## src/design/slc_pkg.sv

```systemverilog
// Shared types, character codes and line class codes for the source line classifier.
// No dependencies; imported by slc_rules and source_line_classifier_unit.
package slc_pkg;

   localparam int COUNT_WIDTH    = 32;
   localparam int OUT_WIDTH      = 32;
   localparam int REQ_DATA_WIDTH = 16;
   localparam int RSP_DATA_WIDTH = 136;

   localparam logic [15:0] CH_NL    = 16'h000A;
   localparam logic [15:0] CH_SP    = 16'h0020;
   localparam logic [15:0] CH_QUOTE = 16'h0022;
   localparam logic [15:0] CH_BSL   = 16'h005C;
   localparam logic [15:0] CH_SLASH = 16'h002F;
   localparam logic [15:0] CH_STAR  = 16'h002A;

   localparam logic [1:0] CLASS_NONE    = 2'd0;
   localparam logic [1:0] CLASS_BLANK   = 2'd1;
   localparam logic [1:0] CLASS_COMMENT = 2'd2;
   localparam logic [1:0] CLASS_CODE    = 2'd3;

   typedef struct packed {
      logic skip;
      logic code;
      logic sl2;
      logic sl1;
      logic esc;
      logic str;
      logic blank;
   } line_flags_type;

   typedef struct packed {
      logic closed;
      logic star;
      logic in_comment;
   } block_flags_type;

   typedef logic [COUNT_WIDTH-1:0] count_type;

   // Low OUT_WIDTH bits of a counter, zero-extended when the counter is narrower.
   function automatic logic [OUT_WIDTH-1:0] count_out(input count_type c);
      logic [COUNT_WIDTH+OUT_WIDTH-1:0] wide;
      wide = {{OUT_WIDTH{1'b0}}, c};
      return wide[OUT_WIDTH-1:0];
   endfunction

   function automatic count_type sat_inc(input count_type c);
      return (c == {COUNT_WIDTH{1'b1}}) ? c : c + count_type'(1);
   endfunction

endpackage

```

## src/design/source_line_classifier_unit.sv

```systemverilog
// Top level of the source line classifier: input register, flag/counter state, result register.
// Depends on slc_pkg and slc_rules.
//
// Usage:
//   req channel: one character per item. req_tdata[15:0] is the 16-bit code unit,
//   req_tlast marks the last character of the text.
//   rsp channel: one item per ended line (newline or last character). rsp_tdata
//   carries the line class and the four running totals; rsp_tlast marks the line
//   that ended the text, whose totals are final.
// Path: the accepting edge loads the input register; the line result is loaded from there
//   into the result register once that register is free.
// Throughput: one character per cycle, except while a line-ending character waits for the
//   output register (see Stall). The flag and counter update is a single pass of rule
//   logic and one saturating increment per counter, looping through the state registers.
// Stall: while a result waits in the output register, characters that end no line
//   still advance; a character that ends a line holds in the input register until
//   the output register frees, and req_tready drops only then.
// Reset: synchronous, active high; clears all flags, counters and valid bits.
//   After the last character of a text the flags and counters return to that state.
module source_line_classifier_unit (
   input  logic                               clock,
   input  logic                               reset,
   input  logic                               req_tvalid,
   output logic                               req_tready,
   input  logic [slc_pkg::REQ_DATA_WIDTH-1:0] req_tdata,   // [15:0] char_code
   input  logic                               req_tlast,   // end_of_text
   output logic                               rsp_tvalid,
   input  logic                               rsp_tready,
   // [1:0] line_class, [33:2] line_count, [65:34] blank_count,
   // [97:66] comment_count, [129:98] code_count, [135:130] zero
   output logic [slc_pkg::RSP_DATA_WIDTH-1:0] rsp_tdata,
   output logic                               rsp_tlast    // final_line
);
   import slc_pkg::*;

   // Input register
   logic        in_valid_ff, in_valid_in;
   logic [15:0] in_char_ff;
   logic        in_last_ff;

   // Flag and counter state
   line_flags_type  line_ff, line_in;
   block_flags_type block_ff, block_in;
   count_type       total_ff, total_in;
   count_type       blank_ff, blank_in;
   count_type       comment_ff, comment_in;
   count_type       code_ff, code_in;

   // Result register
   logic                      out_valid_ff, out_valid_in;
   logic [RSP_DATA_WIDTH-1:0] out_data_ff, out_data_in;
   logic                      out_last_ff;

   line_flags_type  line_nxt;
   block_flags_type block_nxt;
   logic [1:0]      line_class;
   logic            line_end;
   logic            out_free;
   logic            advance;
   logic            load_out;

   slc_rules u_rules (
      .char_code  (in_char_ff),
      .line_cur   (line_ff),
      .block_cur  (block_ff),
      .line_nxt   (line_nxt),
      .block_nxt  (block_nxt),
      .line_class (line_class)
   );

   assign line_end = (in_char_ff == CH_NL) || in_last_ff;
   assign out_free = !out_valid_ff || rsp_tready;
   // A character that ends no line never needs the output register.
   assign advance  = in_valid_ff && (out_free || !line_end);
   assign load_out = advance && line_end;

   assign req_tready = !in_valid_ff || advance;
   assign in_valid_in = (req_tvalid && req_tready) || (in_valid_ff && !advance);

   always_comb begin
      line_in    = line_ff;
      block_in   = block_ff;
      total_in   = total_ff;
      blank_in   = blank_ff;
      comment_in = comment_ff;
      code_in    = code_ff;
      if (advance) begin
         line_in  = line_nxt;
         block_in = block_nxt;
         if (line_end) begin
            total_in = sat_inc(total_ff);
            case (line_class)
               CLASS_BLANK:   blank_in   = sat_inc(blank_ff);
               CLASS_COMMENT: comment_in = sat_inc(comment_ff);
               CLASS_CODE:    code_in    = sat_inc(code_ff);
               default:       ;
            endcase
            // Line flags restart on every line; the rest only at end of text.
            line_in = '0;
         end
      end
   end

   assign out_data_in = {{(RSP_DATA_WIDTH - 2 - 4*OUT_WIDTH){1'b0}},
                         count_out(code_in), count_out(comment_in),
                         count_out(blank_in), count_out(total_in), line_class};
   assign out_valid_in = load_out || (out_valid_ff && !rsp_tready);

   always_ff @(posedge clock) begin
      if (reset) begin
         in_valid_ff  <= 1'b0;
         out_valid_ff <= 1'b0;
         line_ff      <= '0;
         block_ff     <= '0;
         total_ff     <= '0;
         blank_ff     <= '0;
         comment_ff   <= '0;
         code_ff      <= '0;
      end else begin
         in_valid_ff  <= in_valid_in;
         out_valid_ff <= out_valid_in;
         if (advance && in_last_ff) begin
            // End of text: drop all state back to reset.
            line_ff    <= '0;
            block_ff   <= '0;
            total_ff   <= '0;
            blank_ff   <= '0;
            comment_ff <= '0;
            code_ff    <= '0;
         end else begin
            line_ff    <= line_in;
            block_ff   <= block_in;
            total_ff   <= total_in;
            blank_ff   <= blank_in;
            comment_ff <= comment_in;
            code_ff    <= code_in;
         end
      end
   end

   always_ff @(posedge clock) begin
      if (req_tvalid && req_tready) begin
         in_char_ff <= req_tdata[15:0];
         in_last_ff <= req_tlast;
      end
      if (load_out) begin
         out_data_ff <= out_data_in;
         out_last_ff <= in_last_ff;
      end
   end

   assign rsp_tvalid = out_valid_ff;
   assign rsp_tdata  = out_data_ff;
   assign rsp_tlast  = out_last_ff;

   // Per-class counters can never pass the line counter.
   a_counts_bounded: assert property (@(posedge clock) disable iff (reset)
      blank_ff <= total_ff && comment_ff <= total_ff && code_ff <= total_ff)
      else $error("class counter exceeds line counter");

   // A star inside a block comment is only tracked while inside it.
   a_star_inside: assert property (@(posedge clock) disable iff (reset)
      block_ff.star |-> block_ff.in_comment)
      else $error("star flag set outside block comment");

   // Skip to end of line only follows a second slash.
   a_skip_sl2: assert property (@(posedge clock) disable iff (reset)
      line_ff.skip |-> line_ff.sl2)
      else $error("skip flag without second slash");

   // After the last line of a text the state is back at reset.
   a_text_end_clear: assert property (@(posedge clock) disable iff (reset)
      (advance && in_last_ff) |=> (total_ff == '0 && block_ff == '0 && line_ff == '0))
      else $error("state not cleared after end of text");

   // A result never overwrites one that is still waiting.
   a_no_overwrite: assert property (@(posedge clock) disable iff (reset)
      (out_valid_ff && !rsp_tready) |-> !load_out)
      else $error("result register overwritten while stalled");

endmodule

```

## src/design/slc_rules.sv

```systemverilog
// Flag update rules for one character and the line class of the updated flags.
// Depends on slc_pkg.
module slc_rules (
   input  logic [15:0]              char_code,
   input  slc_pkg::line_flags_type  line_cur,
   input  slc_pkg::block_flags_type block_cur,
   output slc_pkg::line_flags_type  line_nxt,
   output slc_pkg::block_flags_type block_nxt,
   output logic [1:0]               line_class
);
   import slc_pkg::*;

   logic s1, s2, cin, cst, cdn, str, code;

   assign s1   = line_cur.sl1;
   assign s2   = line_cur.sl2;
   assign str  = line_cur.str;
   assign code = line_cur.code;
   assign cin  = block_cur.in_comment;
   assign cst  = block_cur.star;
   assign cdn  = block_cur.closed;

   // First matching rule wins; a skipped line holds every flag.
   always_comb begin
      line_nxt  = line_cur;
      block_nxt = block_cur;
      if (line_cur.skip) begin
         line_nxt = line_cur;
      end else if (char_code >= CH_SP) begin
         if (char_code == CH_SP && !s1 && !s2 && !code && !cin && !cst) begin
            line_nxt.blank = 1'b1;
         end else if (char_code == CH_QUOTE && !s1 && !cin && !cst && !str) begin
            line_nxt.blank = 1'b0;
            line_nxt.str   = 1'b1;
         end else if (char_code == CH_BSL && !s1 && !cin && !cst && str) begin
            line_nxt.blank = 1'b0;
            line_nxt.esc   = 1'b1;
         end else if (char_code == CH_QUOTE && !s1 && !cin && !cst && str) begin
            line_nxt.blank = 1'b0;
            if (!line_cur.esc) line_nxt.str = 1'b0;
            else               line_nxt.esc = 1'b0;
         end else if (char_code == CH_SLASH && !str && !s1 && !cin && !cst) begin
            line_nxt.blank = 1'b0;
            line_nxt.esc   = 1'b0;
            line_nxt.sl1   = 1'b1;
         end else if (char_code == CH_SLASH && !str && s1 && !s2 && !cin && !cst) begin
            line_nxt.blank = 1'b0;
            line_nxt.esc   = 1'b0;
            line_nxt.sl2   = 1'b1;
            if (!code) line_nxt.skip = 1'b1;
         end else if (char_code == CH_SLASH && !str && !s1 && !s2 && cin && cst) begin
            line_nxt.blank       = 1'b0;
            line_nxt.esc         = 1'b0;
            block_nxt.in_comment = 1'b0;
            block_nxt.star       = 1'b0;
            block_nxt.closed     = 1'b1;
         end else if (char_code == CH_STAR && !str && s1 && !s2 && !cin && !cst) begin
            line_nxt.blank       = 1'b0;
            line_nxt.esc         = 1'b0;
            line_nxt.sl1         = 1'b0;
            block_nxt.in_comment = 1'b1;
         end else if (char_code == CH_STAR && !str && !s1 && !s2 && cin && !cst) begin
            line_nxt.blank = 1'b0;
            line_nxt.esc   = 1'b0;
            block_nxt.star = 1'b1;
         end else if (!s1 && !s2 && cin && cst && !cdn) begin
            line_nxt.blank = 1'b0;
            line_nxt.esc   = 1'b0;
            block_nxt.star = 1'b0;
            line_nxt.code  = 1'b1;
         end else if (char_code > CH_SP && !s1 && !s2 && !code && !cin && !cst && !cdn) begin
            line_nxt.blank = 1'b0;
            line_nxt.esc   = 1'b0;
            line_nxt.code  = 1'b1;
         end else if (char_code > CH_SP && !s1 && !s2 && !code && !cin && !cst && cdn) begin
            line_nxt.blank   = 1'b0;
            line_nxt.esc     = 1'b0;
            block_nxt.closed = 1'b0;
            line_nxt.code    = 1'b1;
         end else if (char_code == CH_SP && !s1 && !s2 && !code && !cin && !cst && cdn) begin
            line_nxt.blank = 1'b0;
            line_nxt.esc   = 1'b0;
         end
      end else begin
         if (!s1 && !s2 && !code && !cin && !cst && !cdn) line_nxt.blank = 1'b1;
      end
   end

   // Class of the line as the flags stand after this character.
   always_comb begin
      if (line_nxt.blank && !line_nxt.sl1 && !line_nxt.sl2 && !line_nxt.code &&
          !block_nxt.in_comment && !block_nxt.star) begin
         line_class = CLASS_BLANK;
      end else if (line_nxt.code) begin
         line_class = CLASS_CODE;
      end else if (!line_nxt.blank && line_nxt.sl1 && line_nxt.sl2 &&
                   !block_nxt.in_comment && !block_nxt.star) begin
         line_class = CLASS_COMMENT;
      end else if (block_nxt.in_comment && !block_nxt.star && !block_nxt.closed) begin
         line_class = CLASS_COMMENT;
      end else if (block_nxt.closed) begin
         line_class = CLASS_COMMENT;
      end else begin
         line_class = CLASS_NONE;
      end
   end

endmodule

```

## config.mk

```make
export PLATFORM = sky130hd
export DESIGN_NAME = source_line_classifier_unit
export DESIGN_NICKNAME = d
export VERILOG_FILES = /design/src/design/slc_pkg.sv /design/src/design/source_line_classifier_unit.sv /design/src/design/slc_rules.sv
export SDC_FILE = /design/constraint.sdc
export NUM_CORES = 1
export LEC_CHECK = 0
export BUFFER_PORTS_ARGS = -buffer_cell sky130_fd_sc_hd__buf_4
export CORE_MARGIN = 2
export CORE_UTILIZATION = 24
export CTS_BUF_LIST = sky130_fd_sc_hd__clkbuf_8
export CTS_CLUSTER_DIAMETER = 100
export DETAILED_ROUTE_END_ITERATION = 8
export PLACE_DENSITY = 0.52
export SLEW_MARGIN = 20
export SYNTH_ARGS = -nofsm -noshare
export SYNTH_HDL_FRONTEND = slang
export SYNTH_HIERARCHICAL = 1
export SYNTH_SLANG_ARGS = --single-unit
```

## constraint.sdc

```tcl
create_clock -name clock -period 7.5 [get_ports clock]
set_clock_uncertainty 0.15 [all_clocks]
set_input_delay 0.75 -clock clock [delete_from_list [all_inputs] [get_ports clock]]
set_output_delay 0.75 -clock clock [all_outputs]
set_load 0.005 [all_outputs]
```

# [Word level (Yosys, flattened, before mapping)]
# Index checks and enable logic that the tools add are counted.
[classes] addsub=4 multipliers=0 div=0 order_cmp=2 eq_ne=18 n_shift=0 muxes=87 n_bitwise=0 reduce_logical=98
[op_table] operator="two-way mux 32 bit" count=15
[op_table] operator="adder 32 x 1 -> 32 bit (second input constant)" count=4
[op_table] operator="equality test 32 bit (second input constant)" count=4
[op_table] operator="logical AND 1 bit" count=67
[op_table] operator="equality test 16 x 6 -> 1 bit (second input constant)" count=4
[op_table] operator="two-way mux 1 bit" count=47
[op_table] operator="two-way mux 3 bit" count=10
[op_table] operator="logical NOT 1 bit" count=19
[op_table] operator="equality test 16 x 4 -> 1 bit (second input constant)" count=1
[op_table] operator="equality test 16 x 7 -> 1 bit (second input constant)" count=1
[op_table] operator="greater-or-equal comparator 16 x 6 -> 1 bit (second input constant)" count=1
[op_table] operator="greater-than comparator 16 x 6 -> 1 bit (second input constant)" count=1
[op_table] operator="two-way mux 2 bit" count=8
[op_table] operator="two-way mux 7 bit" count=2
[op_table] operator="two-way mux 6 bit" count=2
[op_table] operator="nonzero test 12 bit" count=1
[op_table] operator="two-way mux 4 bit" count=2
[op_table] operator="AND reduction 7 bit" count=1
[op_table] operator="logical OR 1 bit" count=6
[op_table] operator="AND reduction 6 bit" count=1
[op_table] operator="two-way mux 5 bit" count=1
[op_table] operator="equality test 2 bit (second input constant)" count=2
[op_table] operator="!= test 2 bit (second input constant)" count=2
[op_table] operator="!= test 3 x 1 -> 1 bit (second input constant)" count=1
[op_table] operator="other kinds (6)" count=6
[totals] ff_bits=288 latch_bits=0 ramBits=0 rom_bits=0 in_bits=21 output_inout_bits=139 wordCells=229 mem_count=0

# [Longest topological paths before layout]
# Gate-level depths: netlist of run 1.
[logic_depth] ltp_word=34 ltp_mapped=16 depth_no_buf=13

# [By module]
# The synthesis of run 1 kept the hierarchy.
[modules_own_cells] mod="source_line_classifier_unit" instances=1 cells_each=1214 area_per_inst_um2=12771.0 seq_area_each_um2=7247.0
[modules_own_cells] mod="slc_rules" instances=1 cells_each=115 area_per_inst_um2=833.3 seq_area_each_um2=0.0

# [Least setup slack after synthesis of run 1]
# OpenSTA, ideal clock, no wires.
[synth_timing] path_type="input to register" from="input rsp_tready" to="register out_data_ff[13] (netlist: rsp_tdata[13]) (data pin)" setup_ns=0.262 t_arrival_ns=5.324 t_required_ns=7.088 slack_ns=1.764 path_stages=6 n_path_buf=0 cell_sequence="nor2b_1 > nor2_1 > nand2_1 > clkinv_1 > and4_1 > or2_2"
[synth_between] elab_chain_cells=4
[synth_rtl] element="start, declared" line="source_line_classifier_unit.sv:28" source="input logic rsp_tready,"
[synth_rtl] element="logical OR 1 bit" line="source_line_classifier_unit.sv:72" source="assign out_free = !out_valid_ff || rsp_tready;"
[synth_rtl] element="logical OR 1 bit" line="source_line_classifier_unit.sv:74" source="assign advance = in_valid_ff && (out_free || !line_end);"
[synth_rtl] element="logical AND 1 bit" line="source_line_classifier_unit.sv:74"
[synth_rtl] element="two-way mux 32 bit" line="source_line_classifier_unit.sv:87" source="if (advance) begin"
[synth_rtl] element="net total_in[11]" line="source_line_classifier_unit.sv:44" source="count_type total_ff, total_in;"
[synth_rtl] element="end signal, assigned" line="source_line_classifier_unit.sv:147" source="out_data_ff <= out_data_in;"
[synth_rtl] element="end, declared" line="source_line_classifier_unit.sv:51" source="logic [RSP_DATA_WIDTH-1:0] out_data_ff, out_data_in;"
# The timed path passes the listed nets, and every way through them passes these cells.
# A chain may end at the register's enable or synchronous reset.

# [Worst setup path after layout of run 1]
[layout_timing] from="register in_char_ff[6]" to="register comment_ff[7]"
[layout_between] elab_chain_cells=34 elab_cells_between_ends=132 cone_classes="order compare: 2; eq/ne: 7; mux: 57; reduce/logical: 66"
[layout_rtl] element="start, declared" line="source_line_classifier_unit.sv:38" source="logic [15:0] in_char_ff;"
[layout_rtl] element="start signal, assigned" line="source_line_classifier_unit.sv:143" source="in_char_ff <= req_tdata[15:0];"
[layout_rtl] element="branches (longest 29 deep; another with greater-than comparator 16 x 6 -> 1 bit)"
[layout_rtl] element="two-way mux 2 bit *" line="slc_rules.sv:91" source="if (line_nxt.blank && !line_nxt.sl1 && !line_nxt.sl2 && !line_nxt.code &&"
[layout_rtl] element="net line_class[1]" line="source_line_classifier_unit.sv:56" source="logic [1:0] line_class;"
[layout_rtl] element="equality test 2 bit *" line="source_line_classifier_unit.sv:92" source="case (line_class)"
[layout_rtl] element="two-way mux 32 bit *" line="source_line_classifier_unit.sv:92"
[layout_rtl] element="two-way mux 32 bit *" line="source_line_classifier_unit.sv:90" source="if (line_end) begin"
[layout_rtl] element="two-way mux 32 bit *" line="source_line_classifier_unit.sv:87"
[layout_rtl] element="end signal, assigned" line="source_line_classifier_unit.sv:135" source="comment_ff <= comment_in;"
[layout_rtl] element="end, declared" line="source_line_classifier_unit.sv:46" source="count_type comment_ff, comment_in;"
# Mark *: on every way through the listed nets, which the timed path passes. The select of a mux whose other input is x is not followed.

==> results of run 1 <==
## report_power, final
part / leakage (nW) / internal (mW) / switching [mW]
sequential: 2.70 / 1.67 / 0.0150
combinational: 3.06 / 0.0309 / 0.0724
clock: 0.596 / 0.822 / 0.705
total: 6.35 / 2.52 / 0.793
## per-stage QoR
step,instance area [µm²],hold slack [ns],setup WS [ns]
after CTS,16600,0.0749,2.67
after floorplan,13600,0.285,1.76
after global placement,15600,0.299,2.73
final,16600,0.135,2.77
after detailed placement,15600,0.309,2.66
after global routing,16600,0.0797,2.34
## cell type report
type,instances,area (µm²)
Fill cell,5885,39500
Sequential cell,288,7250
Multi-Input combinational cell,963,6040
Timing Repair Buffer,164,1230
Tap cell,756,946
Clock buffer,58,798
Clock inverter,40,272
Inverter,24,95.1
## critical path, delay by kind of cell, from the launching register on
family | cells | cell delay [ns]
AO/OA/AOI/OAI | 4 | 0.87
AND/OR/NAND/NOR | 7 | 2.78
multiplexers | 1 | 0.33
flip-flops | 1 | 0.50
## kinds of logic (layout without fill, tap and decap cells)
group | count (synthesis) | after routing | synth area share (%)
and+or+nand+nor | 625 | 625 | 25.8
DFF | 288 | 288 | 53.3
AOI/OAI and AO/OA | 243 | 243 | 11.9
buffers and inverters | 83 | 286 | 2.69
xor gates and xnor gates | 43 | 43 | 2.77
muxes | 42 | 42 | 3.14
adders and majority gates | 4 | 4 | 0.368
other | 1 | 6 | 0.0276
## worst min path at each step
stage | startpoint | endpoint | slack [ns] | cells after the start
after global routing | req_tdata[15] | in_char_ff[15] | 0.08 | 1
after CTS | req_tdata[0] | in_char_ff[0] | 0.07 | 1
after global placement | blank_ff[30] | blank_ff[30] | 0.30 | 2
final | req_tdata[15] | in_char_ff[15] | 0.14 | 1
after detailed placement | blank_ff[30] | blank_ff[30] | 0.31 | 2
after floorplan | blank_ff[30] | blank_ff[30] | 0.28 | 2
## routing by layer
metal	vias to the layer above	track usage [%]	wire length (µm)
li1	5399	-	-
met1	5349	17.0	17900
met2	292	20.6	17600
met3	64	3.35	2230
met4	0	3.79	808
met5	-	0	0
## registers in the layout, summed over array words and instances (netlist names)
name / cells
in_valid_ff: 1
in_last_ff: 1
code_ff: 32
comment_ff: 32
blank_ff: 32
total_ff: 32
line_ff: 7
rsp_tdata: 130
in_char_ff: 16
rsp_tlast: 1
rsp_tvalid: 1
block_ff: 3
## synth_stat cells, drive strengths merged (9+ instances only)
| master | instances |
|---|---|
| and2 | 18 |
| xor2 | 13 |
| xnor2 | 30 |
| o21ai | 33 |
| a21oi | 98 |
| nor3 | 37 |
| and3 | 26 |
| nand2 | 183 |
| nand3 | 74 |
| buf | 20 |
| clkbuf | 39 |
| nor4 | 20 |
| nand4 | 49 |
| inv | 23 |
| edfxtp | 148 |
| dfxtp | 140 |
| or2 | 9 |
| o31ai | 52 |
| nand2b | 35 |
| and4 | 14 |
| mux2i | 37 |
| or4 | 59 |
| nor2 | 45 |
| or3 | 31 |
## cell usage in the layout, fill, tap and decap left out, types with 45 or more instances in the layout
cell type,synthesis,routed
nand2_1,183,183
buf_4,7,164
edfxtp_1,148,148
dfxtp_1,140,140
a21oi_1,97,96
nand3_1,74,74
clkbuf_8,0,58
or4_1,55,55
o31ai_1,52,52
nand4_1,49,49
nor2_1,45,45
==> flow_summary.yaml, run 1 <==
outcome:
  status: "finished clean"
critical_path:
  critPathMaxFanout: 24
  cp-startpoint: "in_char_ff[6]"
  slowest_stage: "or4_1"
  r2r_end: "comment_ff[7]"
  r2r-start: "in_char_ff[6]"
  crit_chain: "nor4b_4, and4_4, and3_1, a41oi_1, o22ai_1, a311oi_2, a31oi_1, nand2b_1, nor3_1, nand2_1, or4_1, mux2_1"
  reg2regPathDepth: 12
  critical_path.max_stage_delay_ns: 0.72
  endpoint: "comment_ff[7]"
  r2r_slack_ns: 2.77
  path_class: "reg2reg"
  critPathLaunchType: "flip-flop"
  critPathRequiredTime_ns: 7.88
  arrival_ns: 5.11
  worstSetupEndpointType: "flip-flop"
timing:
  fmax_mhz: 211
  tightestPinTransition_ns: 0.995
  setup_viol: 0
  min_period_ns: 4.73
  rsz0062_at_grt: "false"
  slew_headroom_pct: 33.4
  hold_viol_final: 0
  finalMaxSlewViolations: 0
  finalCritPeriodShare_pct: 63.1
  setup_tns_ns: 0
logic_synthesis:
  synthFlopType: "edfxtp_1"
  yosys.area.top_type: "edfxtp_1"
  synth.distinct_cells: 86
  ys_seq_area_share_pct: 53.3
  syn_area_um2: 13600
  async_flop_share_pct: 0
  synth_cells: 1329
  synth-edff-count: 148
  synth.avg_cell_area_um2: 10.2
  ys_ff_latch: 288
  synthTopCellsByArea: "edfxtp_1, dfxtp_1, nand2_1"
  yosysTopAreaCellShare_pct: 32.7
  yosysWarnings: 6
power_and_ir_drop:
  p_per_area_nw_per_um2: 199
  p_leak_nw: 6.35
  vdd_drop_max_mv: 0.166
  power_mw: 3.31
worst_hold_path:
  hold_class: "in2reg"
grt:
  antenna_found_initial: 0
  grtUsageTotal_pct: 12.9
  overflow: 0
  first_global_vias: 10700
  grt_max_degree: 87
  grt_pass1_wl_um: 60100
floorplan:
  num_io_pins: 160
  die_w_um: 242
  initial_core_util_pct: 24.2
  row_count: 87
  core_area_um2: 56200
  die_h_um: 242
  die_area_um2: 58600
layout:
  nets: 1519
  final_cells: 2293
  drive_above_1_share_pct: 19.1
  syn2layout_area_growth_pct: 22.2
  antennaDiodeCount: 0
  post-route-util_pct: 29.6
routing:
  via_count: 11100
  drt_iter0_markers: 583
  drc: 0
  ant_nets: 0
  totalWireLength_um: 38600
  dr.pass1.iters: 5
  wl_per_cell_um: 16.8
  vias_per_cell: 4.84
placed_design:
  dp_cells: 2195
  portBuffers: 153
  gp_congestion: 0.835
  hpwl_um: 27000
clocking:
  root_buffer: "clkbuf_8"
  clock_latency_ns: 0.64
  clk_pin_slew_worst_paths_ns: 0.06
  numCtsBuffers: 53
  cts_max_path_buffers: 3
  cts_hold_buffers: 0
  ctsResizeCount: 0
  clock_sinks: 288
  postCtsSetupBuffers: 0
  htreeDepth: 2
  cts_tree: "done"
run:
  cap_violations: 0
Note: power is estimated with default switching activity, not from simulation.
==> run 2, diff against run 1 <==
PLACE_DENSITY = 0.53   (was 0.52)
clock period = 3.8 ns   (was 7.5 ns; I/O delays follow)
==> run 2 against run 1 <==
The flow now finishes with violations (setup timing); design area is 17% higher; worst setup slack worse by 2.9 ns; sequential power is 97% higher; total power is 110% higher; critical path type unchanged; critical endpoint is now rsp_tdata[91]; largest cell class is now multi-input combinational cells.
==> flow_summary.yaml, run 2 (synthesized netlist as in run 1, its figures left out) <==
grt:
  grt_max_degree: 78
  grtUsageTotal_pct: 13.5
  overflow: 0
  first_global_vias: 11400
  grt_pass1_wl_um: 63200
  antenna_found_initial: 0
floorplan:
  initial_core_util_pct: 24.2
  die_h_um: 242
  die_area_um2: 58600
  die_w_um: 242
  row_count: 87
  core_area_um2: 56200
  num_io_pins: 160
critical_path:
  r2r_slack_ns: -0.11
  r2r-start: "in_char_ff[6]"
  critPathMaxFanout: 7
  r2r_end: "rsp_tdata[91]"
  worstSetupEndpointType: "flip-flop"
  path_class: "reg2reg"
  arrival_ns: 4.13
  critPathLaunchType: "flip-flop"
  critPathRequiredTime_ns: 4.03
  reg2regPathDepth: 16
timing:
  tightestPinTransition_ns: 1.10
  min_period_ns: 3.91
  fmax_mhz: 256
  setup_viol: 57
  slew_headroom_pct: 26.2
  setup_slack_ns: -0.109
  hold_viol_final: 0
  rsz0062_at_grt: "true"
  finalMaxSlewViolations: 0
  finalCritPeriodShare_pct: 103
placed_design:
  pre_cts_slack_ns: -0.231
  place_area_um2: 16500
  portBuffers: 153
  hpwl_um: 28400
  gp_congestion: 0.831
routing:
  ant_nets: 0
  totalWireLength_um: 41500
  drc: 0
  vias_per_cell: 4.79
  via_count: 11700
  dr.pass1.iters: 6
  wl_per_cell_um: 16.9
  drt_iter0_markers: 821
layout:
  final_cell_mix: "buf_4, nand2_1, edfxtp_1"
  mostFrequentLayoutCell: "buf_4"
  antennaDiodeCount: 0
  nets: 1675
  num-fill-cells: 5657
  fin_area_um2: 19400
  syn2layout_area_growth_pct: 42.4
  largest_reg_flops: 130
  drive_above_1_share_pct: 37.8
worst_hold_path:
  hold_path_end: "rsp_tvalid"
  min_path_cells: 3
  hold_class: "in2reg"
  min-delay-start: "rsp_tready"
clocking:
  cts_max_path_buffers: 3
  clock_latency_ns: 0.63
  clock_sinks: 288
  cts_tree: "done"
  htreeDepth: 2
  numCtsBuffers: 53
  root_buffer: "clkbuf_8"
  clk_pin_slew_worst_paths_ns: 0.06
run:
  cap_violations: 0
power_and_ir_drop:
  p_leak_nw: 7.48
  vdd_drop_max_mv: 0.208
  p_per_area_nw_per_um2: 358
  power_mw: 6.94
outcome:
  failed_checks: "setup timing"
  status: "finished with violations"
## run 2: cell types whose count changed in the layout (fill, tap and decap cells not counted), moves of 26 or more
cell and change:
a21oi_1 -37, a21oi_2 +36, buf_4 +101, buf_6 +26, nand2_1 -30, nand2_2 +28, o31ai_1 -31, or4_1 -27
or4_4 +28
## run 2: worst max-delay path by stage
stage / from / end / slack (ns) / cells past startpoint
2_1_floorplan: in_char_ff[6] / rsp_tdata[97] / 0.02 / 13
3_3_place_gp: in_char_ff[9] / rsp_tdata[117] / -0.17 / 14
3_5_place_dp: in_char_ff[9] / rsp_tdata[125] / -0.23 / 14
4_1_cts: in_char_ff[15] / rsp_tdata[58] / -0.06 / 16
5_1_grt: in_char_ff[6] / rsp_tdata[63] / -0.32 / 16
6_report: in_char_ff[6] / rsp_tdata[91] / -0.11 / 16
## run 2: repair_timing
action,CTS,global route
gates cloned,2,3
buffers inserted,7,6
endpoints found under the hold margin,19,0
gates resized for setup,71,230
endpoints found under the setup margin,126,159
hold buffers,20,0
pin swaps,29,107
## run 2: per-layer routing
layer	GRT usage (%)	up-vias	routed length, µm
met1	17.5	5663	18400
met2	21.7	310	19600
met4	4.59	0	983
met3	3.36	69	2500
li1	-	5707	-
met5	0	-	0
## run 2: layout make-up
type	count	area (µm²)	share of cell area [%]
inverter	24	95.1	0.491
clock inverter	40	370	1.91
clock buffer	60	826	4.26
multi-input combinational	964	7270	37.5
sequential	288	7250	37.4
tap	756	946	4.88
timing repair buffer	319	2620	13.5
## run 2: report_power, final
| group | total [mW] | switching [mW] | internal [mW] |
|---|---|---|---|
| sequential | 3.31 | 0.0204 | 3.29 |
| clock | 3.33 | 1.40 | 1.93 |
| combinational | 0.301 | 0.182 | 0.118 |
| total | 6.94 | 1.60 | 5.34 |
## run 2: metrics by stage
step	cells	setup TNS, ns	hold WS (ns)	utilization [%]
floorplan	1334	0	0.285	-
global placement	2314	-7.16	0.295	29.4
detailed placement	2314	-12.89	0.306	29.4
CTS	2443	-0.460	0.257	32.6
global route	2451	-21.57	0.282	34.5
finish	2451	-3.25	0.297	34.5
## run 2: critical path, cell delays in order (launching register included)
cell	delay, ns
edfxtp_1	0.40
buf_4	0.13
buf_4	0.13
nor3_1	0.05
buf_4	0.14
a31o_4	0.27
a21oi_4	0.26
a32oi_1	0.16
o2bb2ai_2	0.28
o31ai_4	0.14
a31oi_4	0.25
buf_6	0.13
nand2b_4	0.08
or4_4	0.57
buf_6	0.17
o31ai_4	0.24
nand2_1	0.10
==> run 3, diff against run 2 <==
SYNTH_HIERARCHICAL = not set   (was 1)
==> run 3 against run 2 <==
The flow now finishes without violations; count of clock-buffer cells in the layout is 3 lower; worst setup slack better by 0.16 ns; design area decreased by 20%; combinational power decreased by 41%; die area shrank 11%; clock power shrank 13%; sequential share of layout area is 9.1 points higher; utilization is 3.2 points lower; routed wire length shrank 27%; register-to-register slack improved by 0.16 ns; critical endpoint is now rsp_tdata[41]; largest cell class is now sequential cells.
==> flow_summary.yaml, run 3 <==
outcome:
  status: "finished clean"
grt:
  grtUsageTotal_pct: 11.3
  overflow: 0
  first_global_vias: 8750
  grt_max_degree: 62
  antenna_found_initial: 0
  grt_pass1_wl_um: 47300
floorplan:
  core_area_um2: 49800
  die_w_um: 228
  num_io_pins: 160
  initial_core_util_pct: 24.2
  die_area_um2: 51900
  die_h_um: 228
  row_count: 82
critical_path:
  reg2regPathDepth: 8
  slowest_stage: "or4_4"
  critPathLaunchType: "flip-flop"
  path_common_cell: "or4_4"
  path_class: "reg2reg"
  critPathMaxFanout: 9
  crit_chain: "or3_1, o41ai_4, a21oi_2, or4_4, a21boi_4, or4b_4, or4_4, xnor2_2"
  critical_path.max_stage_delay_ns: 0.57
  path_buf_inv: 0
  arrival_ns: 3.96
  cp-startpoint: "in_char_ff[0]"
  r2r_end: "rsp_tdata[41]"
  worstSetupEndpointType: "flip-flop"
  r2r_slack_ns: 0.05
  cpLargestDelayFamily: "simple AND/OR/NAND/NOR gates"
  critPathRequiredTime_ns: 4.01
  r2r-start: "in_char_ff[0]"
timing:
  rsz0062_at_grt: "true"
  slew_headroom_pct: 43.9
  finalCritPeriodShare_pct: 98.6
  setup_viol: 0
  finalMaxSlewViolations: 0
  fmax_mhz: 267
  min_period_ns: 3.75
  hold_viol_final: 0
  tightestPinTransition_ns: 0.836
power_and_ir_drop:
  p_sw_mw: 1.44
  internal_power_mw: 4.94
  power.share.combinational_pct: 2.8
  swShare_pct: 22.6
  p_clk_share_pct: 45.4
  vdd_drop_max_mv: 0.223
  p_per_area_nw_per_um2: 409
  p_leak_nw: 6.25
  pwr-share-seq_pct: 51.8
worst_hold_path:
  min-delay-start: "rsp_tready"
  hold_path_end: "rsp_tvalid"
  hold_class: "in2reg"
  min_path_cells: 3
layout:
  num-fill-cells: 5101
  final_cells: 2050
  nets: 1360
  post-route-util_pct: 31.3
  mostFrequentLayoutCell: "buf_4"
  antennaDiodeCount: 0
  syn2layout_area_growth_pct: 29.7
  final_cell_mix: "buf_4, edfxtp_1, dfxtp_1"
  drive_above_1_share_pct: 22.5
  largest_reg_flops: 130
routing:
  drt_iter0_markers: 429
  wl_met2_um: 13900
  vias_per_cell: 4.36
  drc: 0
  totalWireLength_um: 30200
  ant_nets: 0
  drt-met1-wl_um: 13900
  wl_met3_um: 1840
  dr.pass1.iters: 4
  top_layer_used: "met4"
  via_count: 8937
  wl_per_cell_um: 14.7
logic_synthesis:
  yosys.area.top_type: "edfxtp_1"
  synth.avg_cell_area_um2: 11.0
  ys_seq_area_share_pct: 60.3
  synthFlopType: "edfxtp_1"
  synthTopCellsByCount: "edfxtp_1, dfxtp_1, nand2_1, and2_1, nand3_1"
  synth_cells: 1093
  ys_ff_latch: 288
  syn_area_um2: 12000
  synth.distinct_cells: 65
  synthTopCellsByArea: "edfxtp_1, dfxtp_1, and2_1"
  yosysMostFrequentCell: "edfxtp_1"
  yosysWarnings: 0
  synth-edff-count: 148
  async_flop_share_pct: 0
  yosysTopAreaCellShare_pct: 37.0
placed_design:
  dp_cells: 1926
  portBuffers: 153
  hpwl_um: 21000
  gp_congestion: 0.896
clocking:
  clock_sinks: 288
  cts_tree: "done"
  htreeDepth: 2
  root_buffer: "clkbuf_8"
  clock_latency_ns: 0.62
  clk_pin_slew_worst_paths_ns: 0.07
  numCtsBuffers: 52
  cts_max_path_buffers: 3
run:
  cap_violations: 0
run 3: cell types whose count changed in the layout (fill, tap and decap cells not counted), sizes merged, moves of 32 or more:
| cell | change |
|---|---|
| a21oi | -50 |
| and2 | +72 |
| buf | -100 |
| mux2i | -32 |
| nand2 | -69 |
| o31ai | -51 |
| or4 | -47 |
run 3: timing repair:
item                                    in CTS  in global routing
hold buffers                                20                  0
resized for setup                            1                 19
setup buffers                                0                  8
endpoints found under the hold margin       21                  0
pin swaps                                    0                  6
endpoints found under the setup margin       1                 60
run 3: cell type report:
class                           instances  area [µm²]  share of cell area (%)
Clock inverter                         40         248                    1.59
Multi-Input combinational cell        757        4690                    30.1
Clock buffer                           57         785                    5.03
Sequential cell                       288        7250                    46.5
Inverter                               17        76.3                   0.489
Timing Repair Buffer                  219        1710                    10.9
Tap cell                              672         841                    5.39
run 3: cells by family (layout without fill, tap and decap cells):
| family | after synthesis | in the layout | share of synthesized area [%] |
|---|---|---|---|
| muxes | 8 | 8 | 0.697 |
| adders and majority gates | 4 | 4 | 0.416 |
| and+or+nand+nor | 519 | 519 | 23.8 |
| AOI/OAI and AO/OA | 134 | 134 | 6.68 |
| other | 1 | 6 | 0.0312 |
| buffers and inverters | 53 | 333 | 1.88 |
| DFF | 288 | 288 | 60.3 |
| xor gates and xnor gates | 86 | 86 | 6.26 |
run 3: stage by stage:
step	power, mW	instance area, µm²	hold WS (ns)	setup TNS, ns	worst slack [ns]
5_1_grt	6.66	15600	0.147	-0.437	-0.0553
3_5_place_dp	3.53	14200	0.306	-0.00134	-0.00134
4_1_cts	6.50	15400	0.0984	0	0.0219
2_1_floorplan	3.44	12100	0.285	0	0.159
3_3_place_gp	3.53	14200	0.293	0	0.0807
6_report	6.38	15600	0.169	0	0.0541
run 3: worst min-delay path, stage by stage:
cell and delay (ns):
buf_4 0.07, nand2b_1 0.28, a21oi_1 0.14
run 3: worst max-delay path by stage:
stage	slack [ns]	to	cells past startpoint
floorplan	0.16	rsp_tdata[61]	11
global placement	0.08	rsp_tdata[41]	9
detailed placement	-0.001	blank_ff[7]	10
CTS	0.02	blank_ff[7]	10
global route	-0.06	rsp_tdata[41]	8
finish	0.05	rsp_tdata[41]	8
run 3: power groups by stage:
| stage | logic, mW | clock network (mW) | registers [mW] |
|---|---|---|---|
| 2_1_floorplan | 0.0812 | 0 | 3.36 |
| 3_3_place_gp | 0.160 | 0 | 3.37 |
| 3_5_place_dp | 0.161 | 0 | 3.37 |
| 4_1_cts | 0.178 | 3.02 | 3.30 |
| 5_1_grt | 0.197 | 3.16 | 3.31 |
| 6_report | 0.179 | 2.89 | 3.30 |
run 3: metal layers:
metal / GRT usage (%) / up-vias
li1: - / 4451
met1: 14.6 / 4218
met2: 18.1 / 216
met3: 3.34 / 52
met4: 3.82 / 0
met5: 0 / -
